--- src/hdl/rc_channel_normalizer_unit_assert.svh ---
// ----------------------------------------------------------------------------
// rc_channel_normalizer_unit_assert.svh
// Assertion macros shared by the normalizer RTL. Each expects clk and rst in
// scope and is switched off while rst is high.
// ----------------------------------------------------------------------------
`ifndef RC_CHANNEL_NORMALIZER_UNIT_ASSERT_SVH
`define RC_CHANNEL_NORMALIZER_UNIT_ASSERT_SVH

// consequent checked in the same cycle as the antecedent
`define RCN_ASSERT_NOW(lbl, ante, cons, msg) \
  lbl: assert property (@(posedge clk) disable iff (rst) (ante) |-> (cons)) \
    else $error(msg);

// consequent checked in the cycle after the antecedent
`define RCN_ASSERT_NEXT(lbl, ante, cons, msg) \
  lbl: assert property (@(posedge clk) disable iff (rst) (ante) |=> (cons)) \
    else $error(msg);

`endif

--- src/hdl/rcn_pkg.sv ---
// ----------------------------------------------------------------------------
// rcn_pkg
// Shared constants and types of the receiver channel normalizer.
// ----------------------------------------------------------------------------
package rcn_pkg;

  // Q2.14 levels
  localparam int Q_FRAC  = 14;
  localparam int Q_ONE   = 1 << Q_FRAC;
  localparam int LEVEL_W = 16;
  localparam int THR_W   = 15;
  localparam int MODE_W  = 3;
  localparam int DZ_W    = 10;

  localparam int NUM_AXES = 3;

  // configuration port
  localparam int CFG_DATA_W = 32;
  localparam int CFG_ADDR_W = 5;

  // pipelined divider: quotient bits, bits per stage, stage count
  localparam int QBITS        = 15;
  localparam int DIV_STEPS    = 3;
  localparam int DIV_STAGES   = QBITS / DIV_STEPS;
  localparam int LANE_LATENCY = DIV_STAGES + 2;
  localparam int LATENCY      = LANE_LATENCY + 1;

  // x / 5 as (x * RECIP5) >> RECIP5_SHIFT, exact for x below 2^16
  localparam int RECIP5       = 52429;
  localparam int RECIP5_W     = 16;
  localparam int RECIP5_SHIFT = 18;

  localparam int MODE_MAX    = 5;
  localparam int MIN_SPACING = 5;

  // register reset values
  localparam int RST_PULSE_MIN    = 1100;
  localparam int RST_PULSE_CENTER = 1500;
  localparam int RST_PULSE_MAX    = 1900;
  localparam int RST_DEAD_ZONE    = 0;
  localparam int RST_ARM_LOW      = 1600;
  localparam int RST_ARM_HIGH     = 2500;
  localparam int RST_MODE_LOW     = 1165;
  localparam int RST_MODE_HIGH    = 1815;
  localparam int ARM_RST_W        = 12;

  typedef enum logic [2:0] {
    REG_PULSE_MIN    = 3'd0,
    REG_PULSE_CENTER = 3'd1,
    REG_PULSE_MAX    = 3'd2,
    REG_DEAD_ZONE    = 3'd3,
    REG_ARM_LOW      = 3'd4,
    REG_ARM_HIGH     = 3'd5,
    REG_MODE_LOW     = 3'd6,
    REG_MODE_HIGH    = 3'd7
  } reg_index_t;

  typedef struct packed {
    logic neg;   // apply negative sign after rounding
    logic zero;  // level forced to zero
    logic full;  // |num| >= den, level saturates
  } lane_flags_t;

  typedef struct packed {
    logic        valid;
    lane_flags_t flags;
  } lane_ctrl_t;

  typedef struct packed {
    logic              link_ok;
    logic              armed;
    logic [MODE_W-1:0] mode;
  } switch_res_t;

endpackage

--- src/hdl/rc_channel_normalizer_unit.sv ---
// ----------------------------------------------------------------------------
// rc_channel_normalizer_unit
// Receiver frame to normalised throttle, roll, pitch, yaw, arm and mode.
// ----------------------------------------------------------------------------
// Usage:
//   Input: pulse a frame in with start; it is taken at any edge where start
//   is high and busy is low. busy stays low, so a frame may follow every
//   cycle.
//   Output: done is high for one cycle with the result on the level ports.
//   The result passes the input register, the divider stages and the divider
//   output register. One result per frame, in order.
//   Throughput is one frame per clock: each axis has its own divider with
//   a 15-bit quotient retired 3 bits per stage over 5 stages.
//   The receiver has no back-pressure; a result is shown for one cycle only.
//   Link down gives an all-zero result, link_ok included.
//   Configuration sits on the APB port, one register per word. Write it only
//   while no frame is in flight.
//   Reset: rst (synchronous) empties the pipeline and loads the default
//   stick calibration into the registers.
// ----------------------------------------------------------------------------
`include "rc_channel_normalizer_unit_assert.svh"

module rc_channel_normalizer_unit #(
  parameter int PULSE_BITS = 12
) (
  input  logic                                     clk,
  input  logic                                     rst,
  input  logic                                     start,
  output logic                                     busy,
  input  logic                                     link_up,
  input  logic [PULSE_BITS-1:0]                    throttle_pulse,
  input  logic [PULSE_BITS-1:0]                    roll_pulse,
  input  logic [PULSE_BITS-1:0]                    pitch_pulse,
  input  logic [PULSE_BITS-1:0]                    yaw_pulse,
  input  logic [PULSE_BITS-1:0]                    arm_pulse,
  input  logic [PULSE_BITS-1:0]                    mode_pulse,
  output logic                                     done,
  output logic                                     link_ok,
  output logic [rcn_pkg::THR_W-1:0]                throttle_level,
  output logic signed [rcn_pkg::LEVEL_W-1:0]       roll_level,
  output logic signed [rcn_pkg::LEVEL_W-1:0]       pitch_level,
  output logic signed [rcn_pkg::LEVEL_W-1:0]       yaw_level,
  output logic                                     armed,
  output logic [rcn_pkg::MODE_W-1:0]               flight_mode,
  input  logic                                     psel,
  input  logic                                     penable,
  input  logic                                     pwrite,
  input  logic [rcn_pkg::CFG_ADDR_W-1:0]           paddr,
  input  logic [rcn_pkg::CFG_DATA_W-1:0]           pwdata,
  output logic [rcn_pkg::CFG_DATA_W-1:0]           prdata,
  output logic                                     pready
);
  import rcn_pkg::*;

  localparam int PB    = PULSE_BITS;
  localparam int ARM_W = (PB > ARM_RST_W) ? PB : ARM_RST_W;
  localparam int SW    = PB + 2;

  // configuration registers
  logic [PB-1:0]    pulse_min, pulse_center, pulse_max;
  logic [DZ_W-1:0]  dead_zone;
  logic [PB-1:0]    arm_low;
  logic [ARM_W-1:0] arm_high;
  logic [PB-1:0]    mode_low, mode_high;

  logic       cfg_we;
  reg_index_t cfg_idx;

  // input stage
  logic          accept;
  logic          in_v, in_link;
  logic [PB-1:0] in_thr, in_arm, in_mode;
  logic [PB-1:0] in_axis [NUM_AXES];

  // prep
  logic signed [SW-1:0] min_s, ctr_s, max_s, dz_s;
  logic signed [SW-1:0] lo_edge, hi_edge;
  logic signed [SW-1:0] thr_low, thr_den, thr_num;

  lane_ctrl_t    thr_ctrl;
  logic [PB-1:0] thr_mag, thr_dv;
  lane_ctrl_t    ax_ctrl [NUM_AXES];
  logic [PB-1:0] ax_mag  [NUM_AXES];
  logic [PB-1:0] ax_dv   [NUM_AXES];

  // lane outputs
  logic                      thr_valid;
  logic signed [LEVEL_W-1:0] thr_level;
  logic                      ax_valid [NUM_AXES];
  logic signed [LEVEL_W-1:0] ax_level [NUM_AXES];
  logic                      sw_valid;
  switch_res_t               sw_res;

  // ---------------------------------------------------------------- APB
  assign pready  = 1'b1;
  assign cfg_we  = psel && penable && pwrite && pready;
  assign cfg_idx = reg_index_t'(paddr[CFG_ADDR_W-1:2]);

  always_ff @(posedge clk) begin
    if (rst) begin
      pulse_min    <= PB'(RST_PULSE_MIN);
      pulse_center <= PB'(RST_PULSE_CENTER);
      pulse_max    <= PB'(RST_PULSE_MAX);
      dead_zone    <= DZ_W'(RST_DEAD_ZONE);
      arm_low      <= PB'(RST_ARM_LOW);
      arm_high     <= ARM_W'(RST_ARM_HIGH);
      mode_low     <= PB'(RST_MODE_LOW);
      mode_high    <= PB'(RST_MODE_HIGH);
    end else if (cfg_we) begin
      case (cfg_idx)
        REG_PULSE_MIN:    pulse_min    <= pwdata[PB-1:0];
        REG_PULSE_CENTER: pulse_center <= pwdata[PB-1:0];
        REG_PULSE_MAX:    pulse_max    <= pwdata[PB-1:0];
        REG_DEAD_ZONE:    dead_zone    <= pwdata[DZ_W-1:0];
        REG_ARM_LOW:      arm_low      <= pwdata[PB-1:0];
        REG_ARM_HIGH:     arm_high     <= ARM_W'(pwdata[PB-1:0]);
        REG_MODE_LOW:     mode_low     <= pwdata[PB-1:0];
        REG_MODE_HIGH:    mode_high    <= pwdata[PB-1:0];
        default: ;
      endcase
    end
  end

  always_comb begin
    case (cfg_idx)
      REG_PULSE_MIN:    prdata = CFG_DATA_W'(pulse_min);
      REG_PULSE_CENTER: prdata = CFG_DATA_W'(pulse_center);
      REG_PULSE_MAX:    prdata = CFG_DATA_W'(pulse_max);
      REG_DEAD_ZONE:    prdata = CFG_DATA_W'(dead_zone);
      REG_ARM_LOW:      prdata = CFG_DATA_W'(arm_low);
      REG_ARM_HIGH:     prdata = CFG_DATA_W'(arm_high);
      REG_MODE_LOW:     prdata = CFG_DATA_W'(mode_low);
      REG_MODE_HIGH:    prdata = CFG_DATA_W'(mode_high);
      default:          prdata = '0;
    endcase
  end

  // ---------------------------------------------------------- input stage
  assign busy   = 1'b0;
  assign accept = start && !busy;

  always_ff @(posedge clk) begin
    if (rst) begin
      in_v <= 1'b0;
    end else begin
      in_v <= accept;
    end
  end

  always_ff @(posedge clk) begin
    if (accept) begin
      in_link    <= link_up;
      in_thr     <= throttle_pulse;
      in_axis[0] <= roll_pulse;
      in_axis[1] <= pitch_pulse;
      in_axis[2] <= yaw_pulse;
      in_arm     <= arm_pulse;
      in_mode    <= mode_pulse;
    end
  end

  // ---------------------------------------------------------------- prep
  always_comb begin
    min_s   = SW'(pulse_min);
    ctr_s   = SW'(pulse_center);
    max_s   = SW'(pulse_max);
    dz_s    = SW'(dead_zone);
    lo_edge = ctr_s - dz_s;
    hi_edge = ctr_s + dz_s;

    thr_low = min_s + dz_s;
    thr_den = max_s - thr_low;
    thr_num = SW'(in_thr) - thr_low;

    thr_ctrl.valid      = in_v;
    thr_ctrl.flags.neg  = 1'b0;
    thr_ctrl.flags.zero = !in_link || thr_den <= 0 || thr_num <= 0;
    thr_ctrl.flags.full = thr_num >= thr_den;
    thr_mag             = thr_num[PB-1:0];
    thr_dv              = thr_den[PB-1:0];
  end

  for (genvar a = 0; a < NUM_AXES; a++) begin : g_axis
    logic signed [SW-1:0] p_s, num, dv;
    logic                 neg, out_of_band;

    // each side of the deadband has its own span
    always_comb begin
      p_s = SW'(in_axis[a]);
      if (p_s < lo_edge) begin
        neg         = 1'b1;
        out_of_band = 1'b1;
        num         = lo_edge - p_s;
        dv          = lo_edge - min_s;
      end else if (p_s <= hi_edge) begin
        neg         = 1'b0;
        out_of_band = 1'b0;
        num         = '0;
        dv          = '0;
      end else begin
        neg         = 1'b0;
        out_of_band = 1'b1;
        num         = p_s - hi_edge;
        dv          = max_s - hi_edge;
      end
      ax_ctrl[a].valid      = in_v;
      ax_ctrl[a].flags.neg  = neg;
      ax_ctrl[a].flags.zero = !in_link || !out_of_band || dv <= 0;
      ax_ctrl[a].flags.full = num >= dv;
      ax_mag[a]             = num[PB-1:0];
      ax_dv[a]              = dv[PB-1:0];
    end

    rcn_qdiv #(
      .PULSE_BITS (PULSE_BITS)
    ) u_div (
      .clk       (clk),
      .rst       (rst),
      .ctrl      (ax_ctrl[a]),
      .mag       (ax_mag[a]),
      .den       (ax_dv[a]),
      .out_valid (ax_valid[a]),
      .level     (ax_level[a])
    );
  end

  rcn_qdiv #(
    .PULSE_BITS (PULSE_BITS)
  ) u_thr_div (
    .clk       (clk),
    .rst       (rst),
    .ctrl      (thr_ctrl),
    .mag       (thr_mag),
    .den       (thr_dv),
    .out_valid (thr_valid),
    .level     (thr_level)
  );

  rcn_switch #(
    .PULSE_BITS (PULSE_BITS)
  ) u_switch (
    .clk        (clk),
    .rst        (rst),
    .in_valid   (in_v),
    .link       (in_link),
    .arm_pulse  (in_arm),
    .mode_pulse (in_mode),
    .arm_low    (arm_low),
    .arm_high   (arm_high),
    .mode_low   (mode_low),
    .mode_high  (mode_high),
    .out_valid  (sw_valid),
    .res        (sw_res)
  );

  // -------------------------------------------------------------- result
  assign done           = sw_valid;
  assign link_ok        = sw_res.link_ok;
  assign armed          = sw_res.armed;
  assign flight_mode    = sw_res.mode;
  assign throttle_level = thr_level[THR_W-1:0];
  assign roll_level     = ax_level[0];
  assign pitch_level    = ax_level[1];
  assign yaw_level      = ax_level[2];

  `RCN_ASSERT_NOW(a_lanes_aligned, done,
    thr_valid && ax_valid[0] && ax_valid[1] && ax_valid[2],
    "lane valid missing when result is out")
  `RCN_ASSERT_NOW(a_lanes_quiet, !done,
    !thr_valid && !ax_valid[0] && !ax_valid[1] && !ax_valid[2],
    "lane valid without a result")
  `RCN_ASSERT_NOW(a_latency, done, $past(start && !busy, LATENCY),
    "result without an item accepted at the pipeline depth")
  `RCN_ASSERT_NOW(a_link_down_zero, done && !link_ok,
    thr_level == 0 && roll_level == 0 && pitch_level == 0 && yaw_level == 0 &&
    !armed && flight_mode == 0,
    "non-zero result with link down")
  `RCN_ASSERT_NOW(a_throttle_range, done,
    !thr_level[LEVEL_W-1] && flight_mode <= MODE_MAX,
    "throttle negative or mode out of range")

endmodule

--- src/hdl/rcn_qdiv.sv ---
// ----------------------------------------------------------------------------
// rcn_qdiv
// Pipelined rounding divider: |num| * 2^14 / den in Q2.14, sign and
// saturation applied in the last stage. Takes one item per cycle.
// ----------------------------------------------------------------------------
`include "rc_channel_normalizer_unit_assert.svh"

module rcn_qdiv #(
  parameter int PULSE_BITS = 12
) (
  input  logic                                  clk,
  input  logic                                  rst,
  input  rcn_pkg::lane_ctrl_t                   ctrl,
  input  logic [PULSE_BITS-1:0]                 mag,
  input  logic [PULSE_BITS-1:0]                 den,
  output logic                                  out_valid,
  output logic signed [rcn_pkg::LEVEL_W-1:0]    level
);
  import rcn_pkg::*;

  localparam int PB = PULSE_BITS;
  localparam int NW = PB + QBITS;  // rounded dividend
  localparam int RW = PB + 1;      // trial remainder

  logic [NW-1:0] dividend;

  logic              st_valid [DIV_STAGES+1];
  lane_flags_t       st_flags [DIV_STAGES+1];
  logic [PB-1:0]     st_den   [DIV_STAGES+1];
  logic [PB-1:0]     st_rem   [DIV_STAGES+1];
  logic [QBITS-1:0]  st_low   [DIV_STAGES+1];
  logic [QBITS-1:0]  st_quo   [DIV_STAGES+1];

  logic [LEVEL_W-1:0]       mag_sat;
  logic signed [LEVEL_W-1:0] level_next;

  // mag * 2^14 + den/2; upper bits are below den whenever mag < den
  assign dividend = {1'b0, mag, {Q_FRAC{1'b0}}} + NW'(den >> 1);

  always_ff @(posedge clk) begin
    if (rst) begin
      st_valid[0] <= 1'b0;
    end else begin
      st_valid[0] <= ctrl.valid;
    end
  end

  always_ff @(posedge clk) begin
    st_flags[0] <= ctrl.flags;
    st_den[0]   <= den;
    st_rem[0]   <= dividend[NW-1:QBITS];
    st_low[0]   <= dividend[QBITS-1:0];
    st_quo[0]   <= '0;
  end

  for (genvar s = 0; s < DIV_STAGES; s++) begin : g_stage
    logic [PB-1:0]    rem_n;
    logic [QBITS-1:0] low_n;
    logic [QBITS-1:0] quo_n;

    always_comb begin : c_step
      logic [RW-1:0]    trial;
      logic [PB-1:0]    r;
      logic [QBITS-1:0] lo;
      logic [QBITS-1:0] qu;
      r  = st_rem[s];
      lo = st_low[s];
      qu = st_quo[s];
      trial = '0;
      for (int k = 0; k < DIV_STEPS; k++) begin
        trial = {r, lo[QBITS-1]};
        lo    = {lo[QBITS-2:0], 1'b0};
        if (trial >= {1'b0, st_den[s]}) begin
          trial = trial - {1'b0, st_den[s]};
          qu    = {qu[QBITS-2:0], 1'b1};
        end else begin
          qu    = {qu[QBITS-2:0], 1'b0};
        end
        r = trial[PB-1:0];
      end
      rem_n = r;
      low_n = lo;
      quo_n = qu;
    end

    always_ff @(posedge clk) begin
      if (rst) begin
        st_valid[s+1] <= 1'b0;
      end else begin
        st_valid[s+1] <= st_valid[s];
      end
    end

    always_ff @(posedge clk) begin
      st_flags[s+1] <= st_flags[s];
      st_den[s+1]   <= st_den[s];
      st_rem[s+1]   <= rem_n;
      st_low[s+1]   <= low_n;
      st_quo[s+1]   <= quo_n;
    end
  end

  always_comb begin
    if (st_flags[DIV_STAGES].zero) begin
      mag_sat = '0;
    end else if (st_flags[DIV_STAGES].full ||
                 {1'b0, st_quo[DIV_STAGES]} > LEVEL_W'(Q_ONE)) begin
      mag_sat = LEVEL_W'(Q_ONE);
    end else begin
      mag_sat = {1'b0, st_quo[DIV_STAGES]};
    end
    level_next = st_flags[DIV_STAGES].neg ? -$signed(mag_sat) : $signed(mag_sat);
  end

  always_ff @(posedge clk) begin
    if (rst) begin
      out_valid <= 1'b0;
    end else begin
      out_valid <= st_valid[DIV_STAGES];
    end
  end

  always_ff @(posedge clk) begin
    level <= level_next;
  end

  `RCN_ASSERT_NOW(a_level_range, out_valid, level >= -Q_ONE && level <= Q_ONE,
    "divider level outside -1..1")
  `RCN_ASSERT_NOW(a_valid_latency, out_valid, $past(ctrl.valid, LANE_LATENCY),
    "divider result without an item in")
  `RCN_ASSERT_NOW(a_zero_forced, out_valid && level != 0,
    $past(ctrl.valid && !ctrl.flags.zero, LANE_LATENCY),
    "non-zero level from an item marked zero")
  `RCN_ASSERT_NOW(a_sign, out_valid && level < 0, $past(ctrl.flags.neg, LANE_LATENCY),
    "negative level from a positive item")

endmodule

--- src/hdl/rcn_switch.sv ---
// ----------------------------------------------------------------------------
// rcn_switch
// Arm window and mode switch quantiser, pipelined and delayed to line up
// with the divider lanes.
// ----------------------------------------------------------------------------
module rcn_switch #(
  parameter int PULSE_BITS = 12
) (
  input  logic                     clk,
  input  logic                     rst,
  input  logic                     in_valid,
  input  logic                     link,
  input  logic [PULSE_BITS-1:0]    arm_pulse,
  input  logic [PULSE_BITS-1:0]    mode_pulse,
  input  logic [PULSE_BITS-1:0]    arm_low,
  input  logic [((PULSE_BITS > rcn_pkg::ARM_RST_W) ? PULSE_BITS
                 : rcn_pkg::ARM_RST_W)-1:0] arm_high,
  input  logic [PULSE_BITS-1:0]    mode_low,
  input  logic [PULSE_BITS-1:0]    mode_high,
  output logic                     out_valid,
  output rcn_pkg::switch_res_t     res
);
  import rcn_pkg::*;

  localparam int PB    = PULSE_BITS;
  localparam int ARM_W = (PB > ARM_RST_W) ? PB : ARM_RST_W;
  localparam int DW    = PB + 1;              // signed difference
  localparam int PW    = PB + RECIP5_W;       // reciprocal product
  localparam int SPW   = PB - 2;              // spacing, below 2^PB / 5
  localparam int TW    = PB + 2;              // signed rounded offset
  localparam int MW    = PB + 1;              // spacing multiples
  localparam int EXTRA = LANE_LATENCY - 4;

  // stage 1
  logic                 v1, link1, arm1;
  logic signed [DW-1:0] diff1, tp1;
  // stage 2
  logic                 v2, link2, arm2, dneg2;
  logic [PW-1:0]        prod2;
  logic signed [DW-1:0] tp2;
  // stage 3
  logic                 v3, link3, arm3, ok3;
  logic [SPW-1:0]       spacing3;
  logic signed [TW-1:0] t3;
  // stage 4
  logic                 v4;
  switch_res_t          res4;
  switch_res_t          res4_next;

  logic [SPW-1:0]       spacing2;
  logic [MW-1:0]        s1, s2, s3, s4, s5;
  logic [MW-1:0]        t_u;

  logic                 dl_valid [EXTRA+1];
  switch_res_t          dl_res   [EXTRA+1];

  always_ff @(posedge clk) begin
    if (rst) begin
      v1 <= 1'b0;
      v2 <= 1'b0;
      v3 <= 1'b0;
      v4 <= 1'b0;
    end else begin
      v1 <= in_valid;
      v2 <= v1;
      v3 <= v2;
      v4 <= v3;
    end
  end

  assign spacing2 = prod2[RECIP5_SHIFT +: SPW];

  always_ff @(posedge clk) begin
    link1 <= link;
    arm1  <= (ARM_W'(arm_pulse) >= ARM_W'(arm_low)) && (ARM_W'(arm_pulse) < arm_high);
    diff1 <= $signed({1'b0, mode_high}) - $signed({1'b0, mode_low});
    tp1   <= $signed({1'b0, mode_pulse}) - $signed({1'b0, mode_low});

    link2 <= link1;
    arm2  <= arm1;
    dneg2 <= diff1[DW-1];
    prod2 <= PW'(diff1[PB-1:0]) * PW'(RECIP5);
    tp2   <= tp1;

    link3    <= link2;
    arm3     <= arm2;
    ok3      <= !dneg2 && (spacing2 >= SPW'(MIN_SPACING));
    spacing3 <= spacing2;
    t3       <= TW'(tp2) + $signed(TW'(spacing2 >> 1));

    res4 <= res4_next;
  end

  // position = number of spacing multiples at or below the offset, up to 5
  always_comb begin
    s1  = MW'(spacing3);
    s2  = s1 << 1;
    s3  = s2 + s1;
    s4  = s1 << 2;
    s5  = s4 + s1;
    t_u = t3[MW-1:0];
    res4_next.link_ok = link3;
    res4_next.armed   = link3 && arm3;
    if (!link3 || !ok3 || t3 < 0) begin
      res4_next.mode = '0;
    end else if (t_u >= s5) begin
      res4_next.mode = MODE_W'(MODE_MAX);
    end else if (t_u >= s4) begin
      res4_next.mode = MODE_W'(4);
    end else if (t_u >= s3) begin
      res4_next.mode = MODE_W'(3);
    end else if (t_u >= s2) begin
      res4_next.mode = MODE_W'(2);
    end else if (t_u >= s1) begin
      res4_next.mode = MODE_W'(1);
    end else begin
      res4_next.mode = '0;
    end
  end

  // delay line to the divider latency
  assign dl_valid[0] = v4;
  assign dl_res[0]   = res4;

  for (genvar i = 0; i < EXTRA; i++) begin : g_delay
    always_ff @(posedge clk) begin
      if (rst) begin
        dl_valid[i+1] <= 1'b0;
      end else begin
        dl_valid[i+1] <= dl_valid[i];
      end
    end

    always_ff @(posedge clk) begin
      dl_res[i+1] <= dl_res[i];
    end
  end

  assign out_valid = dl_valid[EXTRA];
  assign res       = dl_res[EXTRA];

endmodule
--- config.mk ---
export PLATFORM = sky130hd
export DESIGN_NAME = rc_channel_normalizer_unit
export DESIGN_NICKNAME = d
export VERILOG_FILES = /design/src/hdl/rcn_pkg.sv /design/src/hdl/rc_channel_normalizer_unit.sv /design/src/hdl/rcn_qdiv.sv /design/src/hdl/rcn_switch.sv
export VERILOG_INCLUDE_DIRS = /design/src /design/src/hdl
export SDC_FILE = /design/constraint.sdc
export NUM_CORES = 2
export LEC_CHECK = 0
export ABC_AREA = 0
export BUFFER_PORTS_ARGS = -buffer_cell sky130_fd_sc_hd__buf_2
export CAP_MARGIN = 20
export CORE_MARGIN = 1.5
export CORE_UTILIZATION = 46
export CTS_CLUSTER_DIAMETER = 80
export DETAILED_ROUTE_END_ITERATION = 6
export PLACE_DENSITY = 0.73
export SLEW_MARGIN = 20
export SYNTH_ARGS = -nofsm -noshare
export SYNTH_HDL_FRONTEND = slang
export SYNTH_SLANG_ARGS = --single-unit
export TNS_END_PERCENT = 20
--- constraint.sdc ---
create_clock -name clk -period 15.65 [get_ports clk]
set_input_delay 3.13 -clock clk [delete_from_list [all_inputs] [get_ports clk]]
set_output_delay 3.13 -clock clk [all_outputs]
set_load 0.01 [all_outputs]
==> flow_metrics.tcl <==
set metrics [dict create \
    outcome "finished clean" \
    dp_hpwl_um 167000 \
    worst_ep_arrival_time_ps 9650 \
    drt-total-wl_um 208000 \
    synth_area_per_cell_sq_um 8.81 \
    crit_family "compound AO/OA/AOI/OAI gates" \
    nets 10500 \
    drtPass1Iterations 6 \
    pin_count 219 \
    drv_cap 0 \
    via_per_inst 5.69 \
    synthCells 8937 \
    clkLatencyLatePin_ps 770 \
    reg2reg_from "u_thr_div.st_den[2][1]" \
    path_clk_slew_ps 60 \
    grt_pass1_vias 63500 \
    hold_viol_final 0 \
    rsz0062_at_grt "false" \
    ys_warn_count 0 \
    cpMostUsedCell "a21oi_1" \
    worstHoldEndpoint "g_axis[1].u_div.st_flags[1][1]" \
    dp.cells 11200 \
    postCtsSetupBuffers 0 \
    rows 151 \
    critPathLaunchType "register" \
    die-height_um 417 \
    max-slew-margin-rel 0.284 \
    grt_max_degree 103 \
    placed_cell_area_sq_mm 0.0820 \
    design.core.area_sq_mm 0.170 \
    synthesis.area_sq_mm 0.0787 \
    num_vias 65100 \
    cts_tree "done" \
    drive_gt1_frac 0.100 \
    grt_usage 0.233 \
    fmax_mhz 111 \
    hold_start "g_axis[1].u_div.st_flags[0][1]" \
    antenna_found_initial 26 \
    finalCritPeriodShare 0.577 \
    grt_pass1_wl_um 332000 \
    clk_path_buf_depth 3 \
    synth_edf_count 73 \
    area_growth_pct 9.67 \
    fin_crit_ps 9030 \
    initialDrtViolationCount 4570 \
    setup-tns-final_ps 0 \
    path_buf_inv 2 \
    cp_slowest_cell "nor4_4" \
    ff2ff_path_depth 30 \
    crit_cells 30 \
    gr-total-overflow 0 \
    ctsRootBufferMaster "clkbuf_16" \
    io_buffers 174 \
    fin_skew_ps 36.6 \
    critical_path.max_fanout 19 \
    maxSlewViolCount 0 \
    worstSetupStartpoint "u_thr_div.st_den[2][1]" \
    design_area_sq_mm 0.0864 \
    cp.required_ps 16270 \
    gp_congestion 1.00 \
    yosysUniqueCellTypes 115 \
    hold_path_depth 0 \
    ant_nets 0 \
    numCtsBuffers 116 \
    ys.flop_type "dfxtp_1" \
    endpoint_kind "register" \
    setup_viol 0 \
    cp_slowest_stage_delay_ps 900 \
    synth_async_sr_flop_share 0 \
    dieArea_sq_mm 0.174 \
    cts_resized 0 \
    initial_core_util 0.464 \
    wire_per_inst_um 18.2 \
    clock_sinks 1065 \
    ys_ff_latch 1065 \
    htreeDepth 3 \
    post-route-drc-count 0 \
    crit_type "register to register" \
    worst_pin_slew_ps 1070 \
    cts_hold_buf 0 \
    yosysSeqAreaShare 0.280 \
    fin_cells 11500 \
    r2r_setup_slack_ps 6620 \
    r2r-end "u_thr_div.st_rem[3][11]" \
    hp-class "register to register" \
    dieWidth_um 417 \
]
==> Yosys cell counts, types with 21 or more instances <==
| cell | n | area [sq um] |
|---|---|---|
| a211o_1 | 64 | 561 |
| a211oi_1 | 45 | 338 |
| a21boi_0 | 73 | 548 |
| a21o_1 | 243 | 1820 |
| a21oi_1 | 626 | 3130 |
| a221oi_1 | 22 | 193 |
| a31o_2 | 21 | 184 |
| a31oi_1 | 59 | 369 |
| and2_1 | 53 | 332 |
| and3_1 | 54 | 338 |
| and4_1 | 21 | 184 |
| buf_4 | 29 | 218 |
| clkbuf_1 | 111 | 417 |
| dfxtp_1 | 992 | 19900 |
| edfxtp_1 | 73 | 2190 |
| fa_1 | 108 | 2160 |
| ha_1 | 1126 | 14100 |
| inv_1 | 840 | 3150 |
| mux2_2 | 353 | 3980 |
| mux2i_1 | 86 | 861 |
| nand2_1 | 513 | 1930 |
| nand2b_1 | 81 | 507 |
| nand3_1 | 166 | 831 |
| nand4_1 | 135 | 845 |
| nor2_1 | 644 | 2420 |
| nor2b_1 | 185 | 1160 |
| nor3_1 | 190 | 951 |
| nor4_1 | 32 | 200 |
| o211ai_1 | 49 | 368 |
| o21a_1 | 136 | 1020 |
| o21ai_0 | 489 | 2450 |
| o21bai_1 | 94 | 706 |
| o22ai_1 | 50 | 313 |
| o31a_1 | 28 | 245 |
| o31ai_1 | 56 | 420 |
| o41ai_1 | 21 | 184 |
| or2_2 | 42 | 263 |
| or3_1 | 44 | 275 |
| xnor2_1 | 414 | 3630 |
| xor2_1 | 208 | 1820 |
==> routing by layer <==
layer,part of all wire,vias to the layer above,GRT usage
li1,-,32300,-
met4,0.045,2,0.0991
met1,0.44,30600,0.296
met5,0.000034,-,0
met2,0.47,1757,0.400
met3,0.052,445,0.0263
==> registers in the layout (all words and copies together), names as in the netlist, 36 cells and up <==
name,count
g_axis.u_div.st_flags,54
u_thr_div.st_rem,59
in_axis,36
g_axis.u_div.level,48
g_axis.u_div.st_den,174
u_thr_div.st_den,58
g_axis.u_div.st_quo,135
g_axis.u_div.st_rem,177
u_thr_div.st_quo,45
==> worst max-delay path by stage <==
stage,endpoint,slack (ps)
final,u_thr_div.st_rem[3][11],6620
after global routing,u_thr_div.st_rem[3][11],5770
after CTS,u_thr_div.st_rem[3][11],6620
after detailed placement,u_thr_div.st_rem[3][1],6640
after global placement,u_thr_div.st_rem[4][2],6890
after floorplan,g_axis[0].u_div.st_rem[4][10],7960
==> stage by stage <==
step	setup slack, ps	util	hold WS (ps)
floorplan	7960	-	310
global placement	6890	0.483	310
detailed placement	6640	0.484	312
CTS	6620	0.509	302
global route	5770	0.509	315
finish	6620	0.509	310
==> cell usage in the layout (no fill, tap or decap), types with 185 or more instances in the layout <==
cell type,n
nor2b_1,185
xnor2_1,413
a21o_1,243
nor3_1,188
mux2_2,353
nor2_1,643
xor2_1,208
nand2_1,513
dfxtp_1,992
a21oi_1,625
o21ai_0,488
inv_1,840
ha_1,1126
==> final cells by class <==
class / count / area [sq um]
Fill cell: 15500 / 83300
Multi-Input combinational cell: 6868 / 52800
Sequential cell: 1065 / 22100
Clock buffer: 140 / 3220
Inverter: 848 / 3180
Tap cell: 2218 / 2780
Timing Repair Buffer: 221 / 1230
Clock inverter: 81 / 1040
Antenna cell: 11 / 27.5
==> cell families (layout without fill, tap and decap cells) <==
kind of cell,after synthesis,count (layout),share of synthesized area
simple gates,2237,2237,0.139
mux,459,459,0.0654
other cells,2,36,0.0000954
compound gates,2290,2290,0.189
flops,1065,1065,0.280
buf+inv,1027,1290,0.0512
fa+ha+maj,1235,1235,0.207
xor+xnor,622,622,0.0692
Power is not shown: default switching activity piles up to over one toggle a cycle in this logic, so the estimate is an artifact.
